--- config.mk ---
export PLATFORM = sky130hd
export DESIGN_NAME = integer_to_ascii_digits_flat
export DESIGN_NICKNAME = d
export VERILOG_FILES = /design/src/hw/rtl/itad_pkg.sv /design/src/hw/rtl/itad_if.sv /design/src/hw/rtl/integer_to_ascii_digits.sv /design/src/flat_wrapper.sv
export SDC_FILE = /design/constraint.sdc
export NUM_CORES = 1
export LEC_CHECK = 0
export BUFFER_PORTS_ARGS = -buffer_cell sky130_fd_sc_hd__buf_2
export CORE_MARGIN = 4
export CORE_UTILIZATION = 56
export CTS_BUF_LIST = sky130_fd_sc_hd__clkbuf_4 sky130_fd_sc_hd__clkbuf_8 sky130_fd_sc_hd__clkbuf_16
export DETAILED_ROUTE_END_ITERATION = 12
export GPL_TIMING_DRIVEN = 0
export MAX_ROUTING_LAYER = met4
export PLACE_DENSITY_LB_ADDON = 0.05
export SYNTH_ARGS = -nofsm -noshare
export SYNTH_HDL_FRONTEND = slang
export SYNTH_SLANG_ARGS = --single-unit
--- constraint.sdc ---
create_clock -name clk -period 4.6 [get_ports clk]
set_input_delay 0 -clock clk [delete_from_list [all_inputs] [get_ports clk]]
set_output_delay 0 -clock clk [all_outputs]
set_load 0.005 [all_outputs]
--- src/hw/rtl/itad_pkg.sv ---
package itad_pkg;

  localparam int DEFAULT_VALUE_WIDTH = 32;
  localparam int VALUE_BITS = 32;
  localparam int BASE_BITS = 8;
  localparam int CHAR_BITS = 8;

  localparam logic [BASE_BITS-1:0] BASE_BIN = 8'd2;
  localparam logic [BASE_BITS-1:0] BASE_OCT = 8'd8;
  localparam logic [BASE_BITS-1:0] BASE_DEC = 8'd10;
  localparam logic [BASE_BITS-1:0] BASE_HEX = 8'd16;

  localparam logic [CHAR_BITS-1:0] CHAR_MARK = 8'h78;
  localparam logic [CHAR_BITS-1:0] CHAR_MINUS = 8'h2D;

  function automatic logic [CHAR_BITS-1:0] digit_char(input logic [3:0] d);
    logic [CHAR_BITS-1:0] c;
    if (d < 4'd10) begin
      c = 8'h30 + {4'd0, d};
    end else begin
      c = 8'h37 + {4'd0, d};
    end
    return c;
  endfunction

  function automatic logic [31:0] pow10(input logic [3:0] k);
    logic [31:0] p;
    unique case (k)
      4'd0: p = 32'd1;
      4'd1: p = 32'd10;
      4'd2: p = 32'd100;
      4'd3: p = 32'd1000;
      4'd4: p = 32'd10000;
      4'd5: p = 32'd100000;
      4'd6: p = 32'd1000000;
      4'd7: p = 32'd10000000;
      4'd8: p = 32'd100000000;
      4'd9: p = 32'd1000000000;
      default: p = 32'd1;
    endcase
    return p;
  endfunction

  // Exponent of the largest power of the radix that fits in the given width.
  function automatic int top_exp(input int radix, input int width);
    longint maxv;
    longint p;
    int e;
    maxv = (longint'(1) << width) - 1;
    p = 1;
    e = 0;
    while (p * radix <= maxv) begin
      p = p * radix;
      e = e + 1;
    end
    return e;
  endfunction

endpackage

--- src/hw/rtl/itad_if.sv ---
interface itad_number_if;
  import itad_pkg::*;

  logic                  valid;
  logic                  ready;
  logic [VALUE_BITS-1:0] value;
  logic [BASE_BITS-1:0]  base;
  logic                  is_signed;

  modport source (output valid, value, base, is_signed, input ready);
  modport sink (input valid, value, base, is_signed, output ready);
endinterface

interface itad_char_if;
  import itad_pkg::*;

  logic                 valid;
  logic                 ready;
  logic [CHAR_BITS-1:0] char_out;
  logic                 last;

  modport source (output valid, char_out, last, input ready);
  modport sink (input valid, char_out, last, output ready);
endinterface

--- src/hw/rtl/integer_to_ascii_digits.sv ---
// Integer to ASCII digits converter.
// The number channel takes one request: value, base and is_signed. The text
// channel returns its ASCII characters one at a time, most significant
// digit first, with last set on the final character. Bases 2, 8, 10 and 16
// are converted directly; any other base gives an 'x' and then hex digits.
// Signed negative values in base 10 give a '-' and then the magnitude.
// Each digit is found by subtracting the current power of the base with one
// shared compare-and-subtract unit, one subtraction per cycle. The number
// channel is not ready while a conversion runs; it becomes ready as soon as
// the final character is in the output register, so the next number can load
// while that character waits. When the receiver stalls, the character stays in
// the output register and the converter waits before writing the next one.
// A synchronous reset returns to idle and drops any character not yet taken.
module integer_to_ascii_digits #(
  parameter int VALUE_WIDTH = itad_pkg::DEFAULT_VALUE_WIDTH
) (
  input logic          clk,
  input logic          rst,
  itad_number_if.sink  number,
  itad_char_if.source  text
);
  import itad_pkg::*;

  localparam int EXP_W = $clog2(VALUE_WIDTH);
  localparam int E2 = top_exp(2, VALUE_WIDTH);
  localparam int E8 = top_exp(8, VALUE_WIDTH);
  localparam int E10 = top_exp(10, VALUE_WIDTH);
  localparam int E16 = top_exp(16, VALUE_WIDTH);
  localparam logic [VALUE_WIDTH-1:0] ONE = {{(VALUE_WIDTH-1){1'b0}}, 1'b1};
  localparam logic [VALUE_WIDTH-1:0] TOP_P2 = ONE << E2;
  localparam logic [VALUE_WIDTH-1:0] TOP_P8 = ONE << (3 * E8);
  localparam logic [VALUE_WIDTH-1:0] TOP_P16 = ONE << (4 * E16);
  localparam logic [VALUE_WIDTH-1:0] TOP_P10 = VALUE_WIDTH'(pow10(4'(E10)));

  typedef enum logic [1:0] {S_IDLE, S_MARK, S_MINUS, S_DIGIT} state_t;
  typedef enum logic [1:0] {R_BIN, R_OCT, R_DEC, R_HEX} radix_t;

  state_t                 state;
  radix_t                 radix;
  logic [VALUE_WIDTH-1:0] n;
  logic [VALUE_WIDTH-1:0] p;
  logic [EXP_W-1:0]       e;
  logic [3:0]             d;
  logic                   started;
  logic                   out_valid;
  logic [CHAR_BITS-1:0]   out_char;
  logic                   out_last;

  logic [VALUE_WIDTH-1:0] vmask;
  logic [VALUE_WIDTH-1:0] vneg;
  logic                   is_neg;
  logic                   base_ok;
  radix_t                 radix_in;
  logic [VALUE_WIDTH:0]   diff;
  logic                   fits;
  logic                   out_free;
  logic                   emit;
  logic                   out_load;
  logic [VALUE_WIDTH-1:0] p_down;

  assign vmask = number.value[VALUE_WIDTH-1:0];
  assign vneg = ~vmask + ONE;
  assign base_ok = (number.base == BASE_BIN) || (number.base == BASE_OCT) ||
                   (number.base == BASE_DEC) || (number.base == BASE_HEX);
  assign is_neg = (number.base == BASE_DEC) && number.is_signed && vmask[VALUE_WIDTH-1];

  always_comb begin
    priority if (number.base == BASE_BIN) begin
      radix_in = R_BIN;
    end else if (number.base == BASE_OCT) begin
      radix_in = R_OCT;
    end else if (number.base == BASE_DEC) begin
      radix_in = R_DEC;
    end else begin
      radix_in = R_HEX;
    end
  end

  // Shared compare-and-subtract unit: the borrow says whether the power fits.
  assign diff = {1'b0, n} - {1'b0, p};
  assign fits = ~diff[VALUE_WIDTH];
  assign out_free = !out_valid || text.ready;
  assign emit = (d != 4'd0) || started || (e == '0);
  assign out_load = out_free && ((state == S_MARK) || (state == S_MINUS) ||
                                 ((state == S_DIGIT) && !fits && emit));

  always_comb begin
    unique case (radix)
      R_BIN: p_down = p >> 1;
      R_OCT: p_down = p >> 3;
      R_DEC: p_down = VALUE_WIDTH'(pow10(4'(e - 1'b1)));
      R_HEX: p_down = p >> 4;
      default: p_down = p;
    endcase
  end

  always_ff @(posedge clk) begin
    if (rst) begin
      state <= S_IDLE;
      out_valid <= 1'b0;
    end else begin
      out_valid <= out_load || (out_valid && !text.ready);
      unique case (state)
        S_IDLE: begin
          if (number.valid) begin
            radix <= radix_in;
            n <= is_neg ? vneg : vmask;
            d <= 4'd0;
            started <= 1'b0;
            unique case (radix_in)
              R_BIN: begin
                e <= EXP_W'(E2);
                p <= TOP_P2;
              end
              R_OCT: begin
                e <= EXP_W'(E8);
                p <= TOP_P8;
              end
              R_DEC: begin
                e <= EXP_W'(E10);
                p <= TOP_P10;
              end
              R_HEX: begin
                e <= EXP_W'(E16);
                p <= TOP_P16;
              end
              default: begin
                e <= EXP_W'(E16);
                p <= TOP_P16;
              end
            endcase
            priority if (!base_ok) begin
              state <= S_MARK;
            end else if (is_neg) begin
              state <= S_MINUS;
            end else begin
              state <= S_DIGIT;
            end
          end
        end
        S_MARK: begin
          if (out_free) begin
            out_char <= CHAR_MARK;
            out_last <= 1'b0;
            state <= S_DIGIT;
          end
        end
        S_MINUS: begin
          if (out_free) begin
            out_char <= CHAR_MINUS;
            out_last <= 1'b0;
            state <= S_DIGIT;
          end
        end
        S_DIGIT: begin
          if (fits) begin
            n <= diff[VALUE_WIDTH-1:0];
            d <= d + 4'd1;
          end else if (!emit || out_free) begin
            if (emit) begin
              out_char <= digit_char(d);
              out_last <= (e == '0);
            end
            if (e == '0) begin
              state <= S_IDLE;
            end else begin
              e <= e - 1'b1;
              p <= p_down;
              d <= 4'd0;
              started <= started || (d != 4'd0);
            end
          end
        end
        default: state <= S_IDLE;
      endcase
    end
  end

  assign number.ready = (state == S_IDLE);
  assign text.valid = out_valid;
  assign text.char_out = out_char;
  assign text.last = out_last;

endmodule

--- src/flat_wrapper.sv ---
// flat-port wrapper written by rule: the top's interface ports become plain ports
module integer_to_ascii_digits_flat import itad_pkg::*;
#(
  parameter int VALUE_WIDTH = itad_pkg::DEFAULT_VALUE_WIDTH
)
  (clk, rst, number_valid, number_value, number_base, number_is_signed, number_ready, text_valid, text_char_out, text_last, text_ready);
  itad_number_if number_i ();
  itad_char_if text_i ();
  input logic clk;
  input logic rst;
  input wire logic [$bits(number_i.valid)-1:0] number_valid;
  input wire logic [$bits(number_i.value)-1:0] number_value;
  input wire logic [$bits(number_i.base)-1:0] number_base;
  input wire logic [$bits(number_i.is_signed)-1:0] number_is_signed;
  output wire logic [$bits(number_i.ready)-1:0] number_ready;
  output wire logic [$bits(text_i.valid)-1:0] text_valid;
  output wire logic [$bits(text_i.char_out)-1:0] text_char_out;
  output wire logic [$bits(text_i.last)-1:0] text_last;
  input wire logic [$bits(text_i.ready)-1:0] text_ready;
  assign number_i.valid = number_valid;
  assign number_i.value = number_value;
  assign number_i.base = number_base;
  assign number_i.is_signed = number_is_signed;
  assign number_ready = number_i.ready;
  assign text_valid = text_i.valid;
  assign text_char_out = text_i.char_out;
  assign text_last = text_i.last;
  assign text_i.ready = text_ready;
  integer_to_ascii_digits #(.VALUE_WIDTH(VALUE_WIDTH)) u_core (.clk(clk), .rst(rst), .number(number_i), .text(text_i));
endmodule
## Word level (Yosys, flattened, before mapping)

Memory sizes are Yosys's and may differ from the RTL's.
Index checks and enable logic that the tools add are counted.

| cells by class | value |
|---|---|
| add/sub/neg operators | 6 |
| $lt $le $gt $ge | 1 |
| equal/unequal tests | 25 |
| multiplexer cells | 50 |
| bitwise operators | 2 |
| reductions and logical operators | 35 |

Operators with widths:

| kind | count |
|---|---|
| case mux 32 bit (4 select lines) | 2 |
| 2-to-1 mux 32 bit | 7 |
| case mux 32 bit (2 select lines) | 2 |
| 2-to-1 mux 8 bit | 6 |
| subtractor 32 x 32 -> 33 bit | 1 |
| adder 32 x 1 -> 32 bit (second input constant) | 1 |
| NOT 32 bit | 1 |
| case mux 8 bit (3 select lines) | 1 |
| 2-to-1 mux 5 bit | 4 |
| case mux 5 bit (4 select lines) | 1 |
| equality test 8 x 4 -> 1 bit (second input constant) | 2 |
| 2-to-1 mux 2 bit | 8 |
| 2-to-1 mux 4 bit | 4 |
| adder 6 x 4 -> 7 bit (first input constant) | 2 |
| equality test 2 bit (second input constant) | 6 |
| inequality test 2 x 1 -> 1 bit (second input constant) | 6 |
| AND reduction 6 bit | 2 |
| logical OR 1 bit | 10 |
| 2-to-1 mux 1 bit | 10 |
| case mux 5 bit (2 select lines) | 1 |
| AND reduction 5 bit | 2 |
| equality test 8 x 2 -> 1 bit (second input constant) | 1 |
| equality test 8 x 5 -> 1 bit (second input constant) | 1 |
| inequality test 2 bit (second input constant) | 4 |
| other kinds (20) | 34 |

| word-level totals | value |
|---|---|
| flip-flop bits (word level) | 88 |
| memory bits (read-only) | 480 |
| output and inout port bits | 11 |
| memories | 1 |

Memory list:

| name | depth | bits a word | rd ports | clocked after memory_dff | write ports | line | text |
|---|---|---|---|---|---|---|---|
| (name not given) | 16 | 30 | 1 | 0 | 0 | itad_pkg.sv:28 | `unique case (k)` |

## Longest topological paths before layout

Gate-level depths: netlist of the first run.

| logic depth | value |
|---|---|
| depth after elaboration | 8 |
| gate-level depth with buffers | 12 |

## Worst setup path before layout of the first run

Ideal clock, no wire load.

| timing | value |
|---|---|
| path type | flip-flop to flip-flop |
| start point | register u_core.p[0] |
| end point | register u_core.n[0], enable pin |
| library setup time | 0.474 ns |
| arrival | 4.381 ns |
| required time | 4.126 ns |
| slack | -0.255 ns |
| cell stages (with the launch flop) | 11 |
| buffers on the path | 0 |
| cell sequence | edfxtp_1 > ha_1 > inv_1 > fa_1 > a21o_1 > a221oi_1 > o21ai_0 > a21oi_1 > nor2_1 > a31oi_1 > a221oi_1 |

| on the way | value |
|---|---|
| longest elaborated chain between the ends | 3 |

Ends and longest elaborated chain:

| element | line | text |
|---|---|---|
| start, declared | integer_to_ascii_digits.sv:41 | `logic [VALUE_WIDTH-1:0] p;` |
| start signal, assigned | integer_to_ascii_digits.sv:168 | `p <= p_down;` |
| subtractor 32 x 32 -> 33 bit | integer_to_ascii_digits.sv:80 | `assign diff = {1'b0, n} - {1'b0, p};` |
| inequality test 2 bit (no line) | -- |  |
| AND reduction 4 bit (no line) | -- |  |
| end signal, assigned | integer_to_ascii_digits.sv:107 | `n <= is_neg ? vneg : vmask;` |
| end signal, assigned | integer_to_ascii_digits.sv:157 | `n <= diff[VALUE_WIDTH-1:0];` |
| end, declared | integer_to_ascii_digits.sv:40 | `logic [VALUE_WIDTH-1:0] n;` |

No other way between the ends.
A chain may end at the register's enable or synchronous reset.

## Final worst setup path of the first run

| timing | value |
|---|---|
| start point | register u_core.n[0] |
| end point | register u_core.p[11], enable pin |

| on the way | value |
|---|---|
| longest elaborated chain between the ends | 3 |

Ends and longest elaborated chain:

| element | line |
|---|---|
| subtractor 32 x 32 -> 33 bit | integer_to_ascii_digits.sv:80 |
| inequality test 2 x 1 -> 1 bit (no line) | -- |
| AND reduction 6 bit (no line) | -- |

No other way between the ends.

==> flow_summary.yaml, run 1 <==
yosys:
  avgSynthCellArea_um2: 8.74
  synth.top_cell.area_share: 0.349
  synth.distinct_cells: 65
  yosys-top-cells-area: "edfxtp_1 35%, ha_1 9.4%, o21ai_0 5.6%"
  async_flop_share: 0
  synthesis.nets: 926
  yosysWarnings: 0
  netlist_instances: 826
  synth_flop_cell: "edfxtp_1"
  ys_ff_latch: 87
  yosys.area.top_type: "edfxtp_1"
  synth-seq-area-share: 0.358
  synth_edf_count: 84
  syn_area_mm2: 0.00722
routing:
  drt_first_pass_iters: 5
  wl_per_cell_um: 19.7
  antenna_left: 0
  vias: 6678
  drc: 0
  wl_mm: 21.1
  viasPerCell: 6.24
  drt_iter0_markers: 789
global_routing:
  overflow: 0
  track_usage: 0.301
  grt_max_degree: 39
  antenna_found_initial: 0
  first_global_vias: 6326
  grt_pass1_wl_mm: 33.1
die:
  num_rows: 41
  start_util: 0.572
  io_pins: 56
  die_area_mm2: 0.0148
  die_y_um: 122
  die_w_um: 122
  design.core.area_mm2: 0.0126
cts:
  clock_path_buffers: 2
  cts_buffers: 9
  clock_latency_ns: 0.36
  cts_root_buf: "clkbuf_16"
  cts_tree: "yes"
  clock-sinks: 87
  htreeDepth: 3
  cts_setup_buffers: 0
  cts.clk_slew.worst_paths_ns: 0.07
timing:
  worst_slew_pin_slew_ns: 0.817
  drv_slew: 0
  slew_headroom: 0.448
  fmax_mhz: 238
  setup_viol: 0
  skew_ns: 0.00902
  min_period_ns: 4.20
  fin_crit_sh: 0.913
  hold_viol: 0
  finalHoldWorstSlack_ns: 0.0154
  rsz0062_at_grt: "no"
finish:
  final_nets: 993
  layout-drive-gt1-share: 0.102
  antennaDiodeCount: 0
  final_cell_mix: "91 x nand2_1, 84 x edfxtp_1, 81 x o21ai_0"
  final_common_cell: "nand2_1"
  nFillCells: 1108
  area_growth_pct: 11.9
  layout.cells.non_filler: 1070
  fin_area_mm2: 0.00808
worst_setup_path:
  critical_path_class: "register to register"
  start_kind: "register"
  cp.required_ns: 4.60
  cp_max_fo: 38
  cp_data_arrival_time_ns: 4.20
  worstSetupEndpointType: "register"
min_path:
  min_path_type: "input pin to register"
placed_design:
  dp_cells: 1053
  port-buffer-count: 53
  dp.final_hpwl_mm: 16.5
  placed_area_mm2: 0.00776
  gp_congestion: 0.954
pwr:
  ir_worst_vdd_v: 0.000180
  leakage_nw: 3.17
  p_per_area_mw_per_mm2: 348
run:
  cap_violations: 0
status:
  status: "completed"
## cells in the mapped netlist (3+ instances only)
cell / count
a31oi_1: 14
or4_1: 4
mux4_2: 9
nor2_1: 70
ha_1: 54
edfxtp_1: 84
nor3_1: 10
clkbuf_1: 31
o41ai_1: 5
o211ai_1: 7
and2_1: 5
or3_1: 8
nand3_1: 11
a21o_1: 18
xor2_1: 20
o21ai_0: 81
o22ai_1: 4
dfxtp_1: 3
nor2b_1: 9
nand2b_1: 8
buf_1: 7
nand4_1: 11
a211oi_1: 7
inv_1: 56
o31ai_1: 5
a21oi_1: 80
mux2i_1: 11
o21bai_1: 6
and3_1: 6
xnor2_1: 40
nand2_1: 91
o21a_1: 7
a311oi_1: 4
## worst paths after layout
kind	start	end	slack (ns)	cells past startpoint
worst max-delay path	u_core.n[0]$_DFFE_PP_	u_core.p[11]$_DFFE_PP_	0.40	11
worst max register to register	u_core.n[0]$_DFFE_PP_	u_core.p[11]$_DFFE_PP_	0.40	11
worst min register to register	u_core.state[1]$_SDFFE_PP0P_	u_core.state[1]$_SDFFE_PP0P_	0.57	2
worst min-delay path	rst	u_core.state[1]$_SDFFE_PP0P_	0.02	2
## report_power, final
part	switching (mW)	internal [mW]
logic	0.602	0.377
registers	0.0493	0.998
clock network	0.357	0.432
## layer usage
metal	global-route usage	vias up	part of all wire
met4	0.124	0	0.027
met3	0.0260	36	0.081
li1	-	3141	-
met1	0.414	3155	0.44
met2	0.461	346	0.45
met5	-	-	0
## what timing repair did
action / 4_1_cts / 5_1_grt
resized for setup: 0 / 1
endpoints found under the hold margin: 1 / 0
endpoints found under the setup margin: 0 / 38
hold buffers: 1 / 0
## registers in the layout, indices dropped and copies added, names as in the netlist
register              cells
u_core.n                 32
u_core.p                 32
u_core.text.char_out      7
u_core.e                  5
u_core.d                  4
u_core.radix              2
u_core.state              2
u_core.started            1
u_core.text.last          1
u_core.text.valid         1
## kinds of logic (layout without fill, tap and decap cells)
group	count (synthesis)	after routing	synth area share
AOI/OAI and AO/OA	263	263	0.224
and+or+nand+nor	244	244	0.155
buffers and inverters	96	168	0.0504
DFF	87	87	0.358
xor gates and xnor gates	60	60	0.0728
adders and majority gates	55	55	0.0963
muxes	20	20	0.0433
other	1	1	0.000519
## layout make-up
class,instances,area [µm²],area share
multi-input cells,643,4300,0.531
inverters,57,214,0.0265
clock buffers,9,225,0.0279
clock inverters,7,83.8,0.0104
repair buffers,56,318,0.0393
flip-flops and latches,87,2580,0.319
plain buffers,39,150,0.0186
well taps,172,215,0.0266
## critical path, stage by stage, from the launching register on
cell      delay [ns]
edfxtp_1        0.36
inv_1           0.06
ha_1            0.16
inv_1           0.06
fa_1            0.40
a21o_1          0.19
a221oi_1        0.46
o21ai_0         0.28
a21oi_1         0.40
nor2_1          0.17
a31oi_1         0.66
and2_4          0.62
## through the flow
step,TNS (ns),util,total power [mW],worst slack [ns]
3_3_place_gp,-19.64,0.611,1.97,-0.301
2_1_floorplan,0,-,1.73,0.719
5_1_grt,0,0.641,2.97,0.148
3_5_place_dp,0,0.615,2.02,0.158
6_report,0,0.641,2.81,0.402
4_1_cts,0,0.640,2.80,0.149
(Power assumes the default switching activity.)
==> inputs of run 2 (changes only) <==
Settings changed: CAP_MARGIN set to 20, HOLD_SLACK_MARGIN set to 0.08.
==> run 2 against run 1 <==
Total power is 0.30% higher. Clock power hardly changed. Final cell count is 0.75% higher. Sequential share of layout area is 0.31 points lower. Critical endpoint is now u_core.p[4]$_SDFFCE_PN0P_. Global-route usage is 0.22 points higher. Final area is 0.99% higher.
==> flow_summary.yaml, run 2 (synthesized netlist as in run 1, its figures left out) <==
pwr:
  p_per_area_mw_per_mm2: 346
  switching_share: 0.358
  leakage_nw: 3.21
  combPwrFrac: 0.349
  p_switching_mw: 1.01
  ir_worst_vdd_v: 0.000179
  power_frac_seq: 0.371
  internal_power_mw: 1.81
  clkPwrFrac: 0.280
  power_mw: 2.82
placed_design:
  dp_cells: 1053
  gp_congestion: 0.954
  place_ws_ns: 0.158
  dp.final_hpwl_mm: 16.5
  port-buffer-count: 53
finish:
  nFillCells: 1101
  layout-drive-gt1-share: 0.102
  multi_input_area_mm2: 0.00430
  final_nets: 1001
  antennaDiodeCount: 0
  seq_area_mm2: 0.00258
  final_common_cell: "nand2_1"
  layout.cells.non_filler: 1078
  area_growth_pct: 13.0
  fin_util: 0.647
  final_cell_mix: "91 x nand2_1, 84 x edfxtp_1, 81 x o21ai_0"
timing:
  skew_ns: 0.00844
  hold_viol: 0
  rsz0062_at_grt: "no"
  setup_viol: 0
  drv_slew: 0
  fmax_mhz: 239
  fin_crit_sh: 0.910
  slew_headroom: 0.443
  fin_ws_ns: 0.413
  min_period_ns: 4.19
  worst_slew_pin_slew_ns: 0.835
  setup_tns_ns: 0
min_path:
  hold_depth: 4
  min_path_type: "input pin to register"
  hp-start: "number_value[17]"
  holdPathEnd: "u_core.n[17]$_DFFE_PP_"
worst_setup_path:
  crit_slowest_cell: "a31oi_1"
  worst_r2r_endpoint: "u_core.p[4]$_SDFFCE_PN0P_"
  critical_path_class: "register to register"
  reg2reg_depth: 11
  cp_max_fo: 38
  cp_data_arrival_time_ns: 4.19
  rrSetupSlack_ns: 0.41
  cp.required_ns: 4.60
  start_kind: "register"
  worstSetupEndpointType: "register"
  path_common_cell: "inv_1"
  cp_cell_sequence: "inv_1, ha_1, inv_1, fa_1, a21o_1, a221oi_1, o21ai_0, a21oi_1, nor2_1, a31oi_1, and2_4"
  worst-path-buf-inv: 2
  r2r_start: "u_core.n[0]$_DFFE_PP_"
  critPathMaxStageDelay_ns: 0.66
  crit_family: "compound AO/OA/AOI/OAI gates"
routing:
  wl_per_cell_um: 19.6
  vias: 6719
  viasPerCell: 6.23
  wl_mm: 21.2
  drt_first_pass_iters: 6
  drt_iter0_markers: 727
  drc: 0
  antenna_left: 0
global_routing:
  grt_max_degree: 39
  track_usage: 0.303
  overflow: 0
  first_global_vias: 6385
  grt_pass1_wl_mm: 33.4
  antenna_found_initial: 0
cts:
  clock_path_buffers: 2
  cts_root_buf: "clkbuf_16"
  cts_tree: "yes"
  clock_latency_ns: 0.36
  htreeDepth: 3
  clock-sinks: 87
  cts_buffers: 9
  cts.clk_slew.worst_paths_ns: 0.07
die:
  start_util: 0.572
  die_area_mm2: 0.0148
  die_y_um: 122
  die_w_um: 122
  io_pins: 56
  design.core.area_mm2: 0.0126
  num_rows: 41
run:
  cap_violations: 0
status:
  status: "completed"
run 2: cell types whose count changed in the layout (fill, tap and decap cells not counted), sizes merged:
cell	delta
dlygate4sd3	+8
run 2: area by class of cell:
| type | instances | area share |
|---|---|---|
| clock inverters | 7 | 0.0103 |
| well taps | 172 | 0.0264 |
| inverters | 57 | 0.0262 |
| clock buffers | 9 | 0.0276 |
| flip-flops and latches | 87 | 0.316 |
| repair buffers | 64 | 0.0487 |
| multi-input cells | 643 | 0.526 |
| plain buffers | 39 | 0.0184 |
run 2: worst min-delay path, cell delays in order:
cell and delay, ns:
buf_2 0.09, xnor2_1 0.06, nor2_1 0.08, a21oi_1 0.04
run 2: worst max-delay path by stage:
stage,start,endpoint,cells after the start
floorplan,u_core.n[0]$_DFFE_PP_,u_core.e[0]$_DFFE_PP_,11
global placement,u_core.p[0]$_SDFFCE_PN0P_,u_core.n[4]$_DFFE_PP_,10
detailed placement,u_core.n[0]$_DFFE_PP_,u_core.p[8]$_SDFFCE_PN0P_,11
CTS,u_core.n[0]$_DFFE_PP_,u_core.p[11]$_DFFE_PP_,11
global route,u_core.n[0]$_DFFE_PP_,u_core.p[14]$_DFFE_PP_,11
finish,u_core.n[0]$_DFFE_PP_,u_core.p[4]$_SDFFCE_PN0P_,11
run 2: timing repair:
item                                   in CTS  in global routing
gates resized for setup                     0                  1
setup endpoints to repair                   0                 38
buffers inserted                            0                  0
endpoints found under the hold margin       9                  0
hold buffers                                9                  0
run 2: per-layer routing:
metal  part of all wire  vias up  GRT usage  routed length, µm
li1                   -     3160          -                  -
met1               0.44     3183      0.416               9400
met2               0.45      331      0.464               9600
met3              0.073       45     0.0265               1550
met4              0.030        0      0.130                633
met5                  0        -          -                  0
run 2: power groups by stage:
stage | Combinational (mW) | Clock [mW] | Sequential (mW)
after floorplan | 0.682 | 0 | 1.05
after global placement | 0.905 | 0 | 1.06
after detailed placement | 0.954 | 0 | 1.06
after CTS | 0.970 | 0.794 | 1.05
after global routing | 1.09 | 0.830 | 1.05
final | 0.985 | 0.792 | 1.05
run 2: stage by stage:
stage	area, µm²	hold WS [ns]
6_report	8160	0.0801
5_1_grt	8160	0.113
4_1_cts	8160	0.0810
3_5_place_dp	7760	0.364
3_3_place_gp	7710	0.332
2_1_floorplan	7230	0.236
==> inputs of run 3 (changes only) <==
Clock period 4.6 ns to 3.65 ns, I/O delays scaled along.
==> run 3 against run 2 <==
Clock skew increased by 0.0017 ns. Register-to-register slack got worse by 0.22 ns. Core utilization fell by 0.31 points. First-iteration DRC count fell by 3.3%. Sequential cell count did not move.
==> flow_summary.yaml, run 3 (synthesized netlist as in run 1, its figures left out) <==
worst_setup_path:
  critical_path_class: "register to register"
  crit_slowest_cell: "fa_1"
  critPathMaxStageDelay_ns: 0.40
  worst-path-buf-inv: 2
  cp_max_fo: 19
  cp.required_ns: 3.67
  cp_cell_sequence: "inv_1, ha_1, inv_1, fa_1, a21o_1, a221oi_2, o21ai_0, a21oi_2, nor2_1, a31oi_4, and2_4"
  path_common_cell: "inv_1"
  worstSetupEndpointType: "register"
  start_kind: "register"
  crit_family: "compound AO/OA/AOI/OAI gates"
  cp_data_arrival_time_ns: 3.48
placed_design:
  port-buffer-count: 53
  dp.final_hpwl_mm: 16.4
  placed_area_mm2: 0.00774
  dp_cells: 1052
  gp_congestion: 0.968
timing:
  skew_ns: 0.0101
  drv_slew: 0
  worst_slew_pin_slew_ns: 0.879
  fin_crit_sh: 0.948
  fmax_mhz: 289
  setup_viol: 0
  min_period_ns: 3.46
  slew_headroom: 0.414
  hold_viol: 0
  setup_tns_ns: 0
  rsz0062_at_grt: "no"
  finalHoldWorstSlack_ns: 0.0832
die:
  num_rows: 41
  start_util: 0.572
  die_area_mm2: 0.0148
  die_y_um: 122
  design.core.area_mm2: 0.0126
  die_w_um: 122
  io_pins: 56
finish:
  fin_area_mm2: 0.00813
  area_growth_pct: 12.5
  layout-drive-gt1-share: 0.108
  final_common_cell: "nand2_1"
  layout.cells.non_filler: 1074
  final_nets: 997
  final_cell_mix: "91 x nand2_1, 84 x edfxtp_1, 81 x o21ai_0"
  antennaDiodeCount: 0
min_path:
  min_path_type: "input pin to register"
pwr:
  ir_worst_vdd_v: 0.000192
  leakage_nw: 3.17
  p_per_area_mw_per_mm2: 427
global_routing:
  track_usage: 0.299
  overflow: 0
  first_global_vias: 6264
  antenna_found_initial: 0
  grt_max_degree: 20
  grt_pass1_wl_mm: 33.1
routing:
  wl_per_cell_um: 19.9
  drc: 0
  antenna_left: 0
  vias: 6666
  drt_first_pass_iters: 6
  viasPerCell: 6.21
  wl_mm: 21.3
  drt_iter0_markers: 703
run:
  cap_violations: 0
cts:
  clock_latency_ns: 0.34
  htreeDepth: 3
  clock_path_buffers: 2
  clock-sinks: 87
  cts_buffers: 9
  cts_root_buf: "clkbuf_16"
  cts.clk_slew.worst_paths_ns: 0.07
  cts_tree: "yes"
status:
  status: "completed"
## run 3: changes by cell type in the layout (fill, tap and decap cells not counted), sizes merged
cell / before / now
clkinvlp: 1 / 2
clkinv: 2 / 3
and2: 5 / 6
dlygate4sd3: 9 / 4
bufinv: 1 / 0
inv: 60 / 59
## run 3: cell type report
cell class                 instances  area, µm²
fill                            1107       4490
clock buffer                       9        225
clock inverter                     7       53.8
inverter                          57        214
buffer                            39        150
multi-input combinational        644       4340
timing repair buffer              59        340
sequential                        87       2580
tap                              172        215
## run 3: repair_timing
item                                   in CTS  in global routing
setup buffers                               1                  0
hold buffers                                4                  0
setup endpoints to repair                  77                 48
endpoints found under the hold margin       4                  0
cloned                                      1                  0
pin swaps                                   2                  0
resized for setup                           6                  3
## run 3: worst register-to-register path: cells and delay by family, from the launching register on
kind,cells,cell delay [ns]
AOI/OAI and AO/OA,5,1.51
and+or+nand+nor,2,0.57
adders and majority gates,2,0.56
DFF,1,0.37
buffers and inverters,2,0.12
## run 3: path summary, 6_finish.rpt
| path | slack (ns) | endpoint | cells after the start | start |
|---|---|---|---|---|
| setup / recovery | 0.19 | u_core.p[0]$_SDFFCE_PN0P_ | 11 | u_core.n[0]$_DFFE_PP_ |
| setup reg to reg | 0.19 | u_core.p[0]$_SDFFCE_PN0P_ | 11 | u_core.n[0]$_DFFE_PP_ |
| hold reg to reg | 0.56 | u_core.state[1]$_SDFFE_PP0P_ | 2 | u_core.state[1]$_SDFFE_PP0P_ |
| hold / removal | 0.08 | u_core.n[18]$_DFFE_PP_ | 4 | number_value[18] |
## run 3: metrics by stage
stage / power (mW) / utilization / setup WS [ns]
2_1_floorplan: 2.19 / - / 0.0636
3_3_place_gp: 2.48 / 0.612 / -0.726
3_5_place_dp: 2.52 / 0.613 / -0.819
4_1_cts: 3.43 / 0.642 / 0.00767
5_1_grt: 3.65 / 0.644 / 0.0420
6_report: 3.47 / 0.644 / 0.188
## run 3: per-layer routing
metal,vias to the layer above,global-route usage,wire [µm]
li1,3148,-,-
met1,3132,0.420,9290
met2,343,0.459,9770
met3,43,0.0371,1740
met4,0,0.0854,536
met5,-,-,0
## run 3: power by group
group / internal (mW) / switching (mW)
logic: 0.480 / 0.772
clock network: 0.469 / 0.433
registers: 1.26 / 0.0608
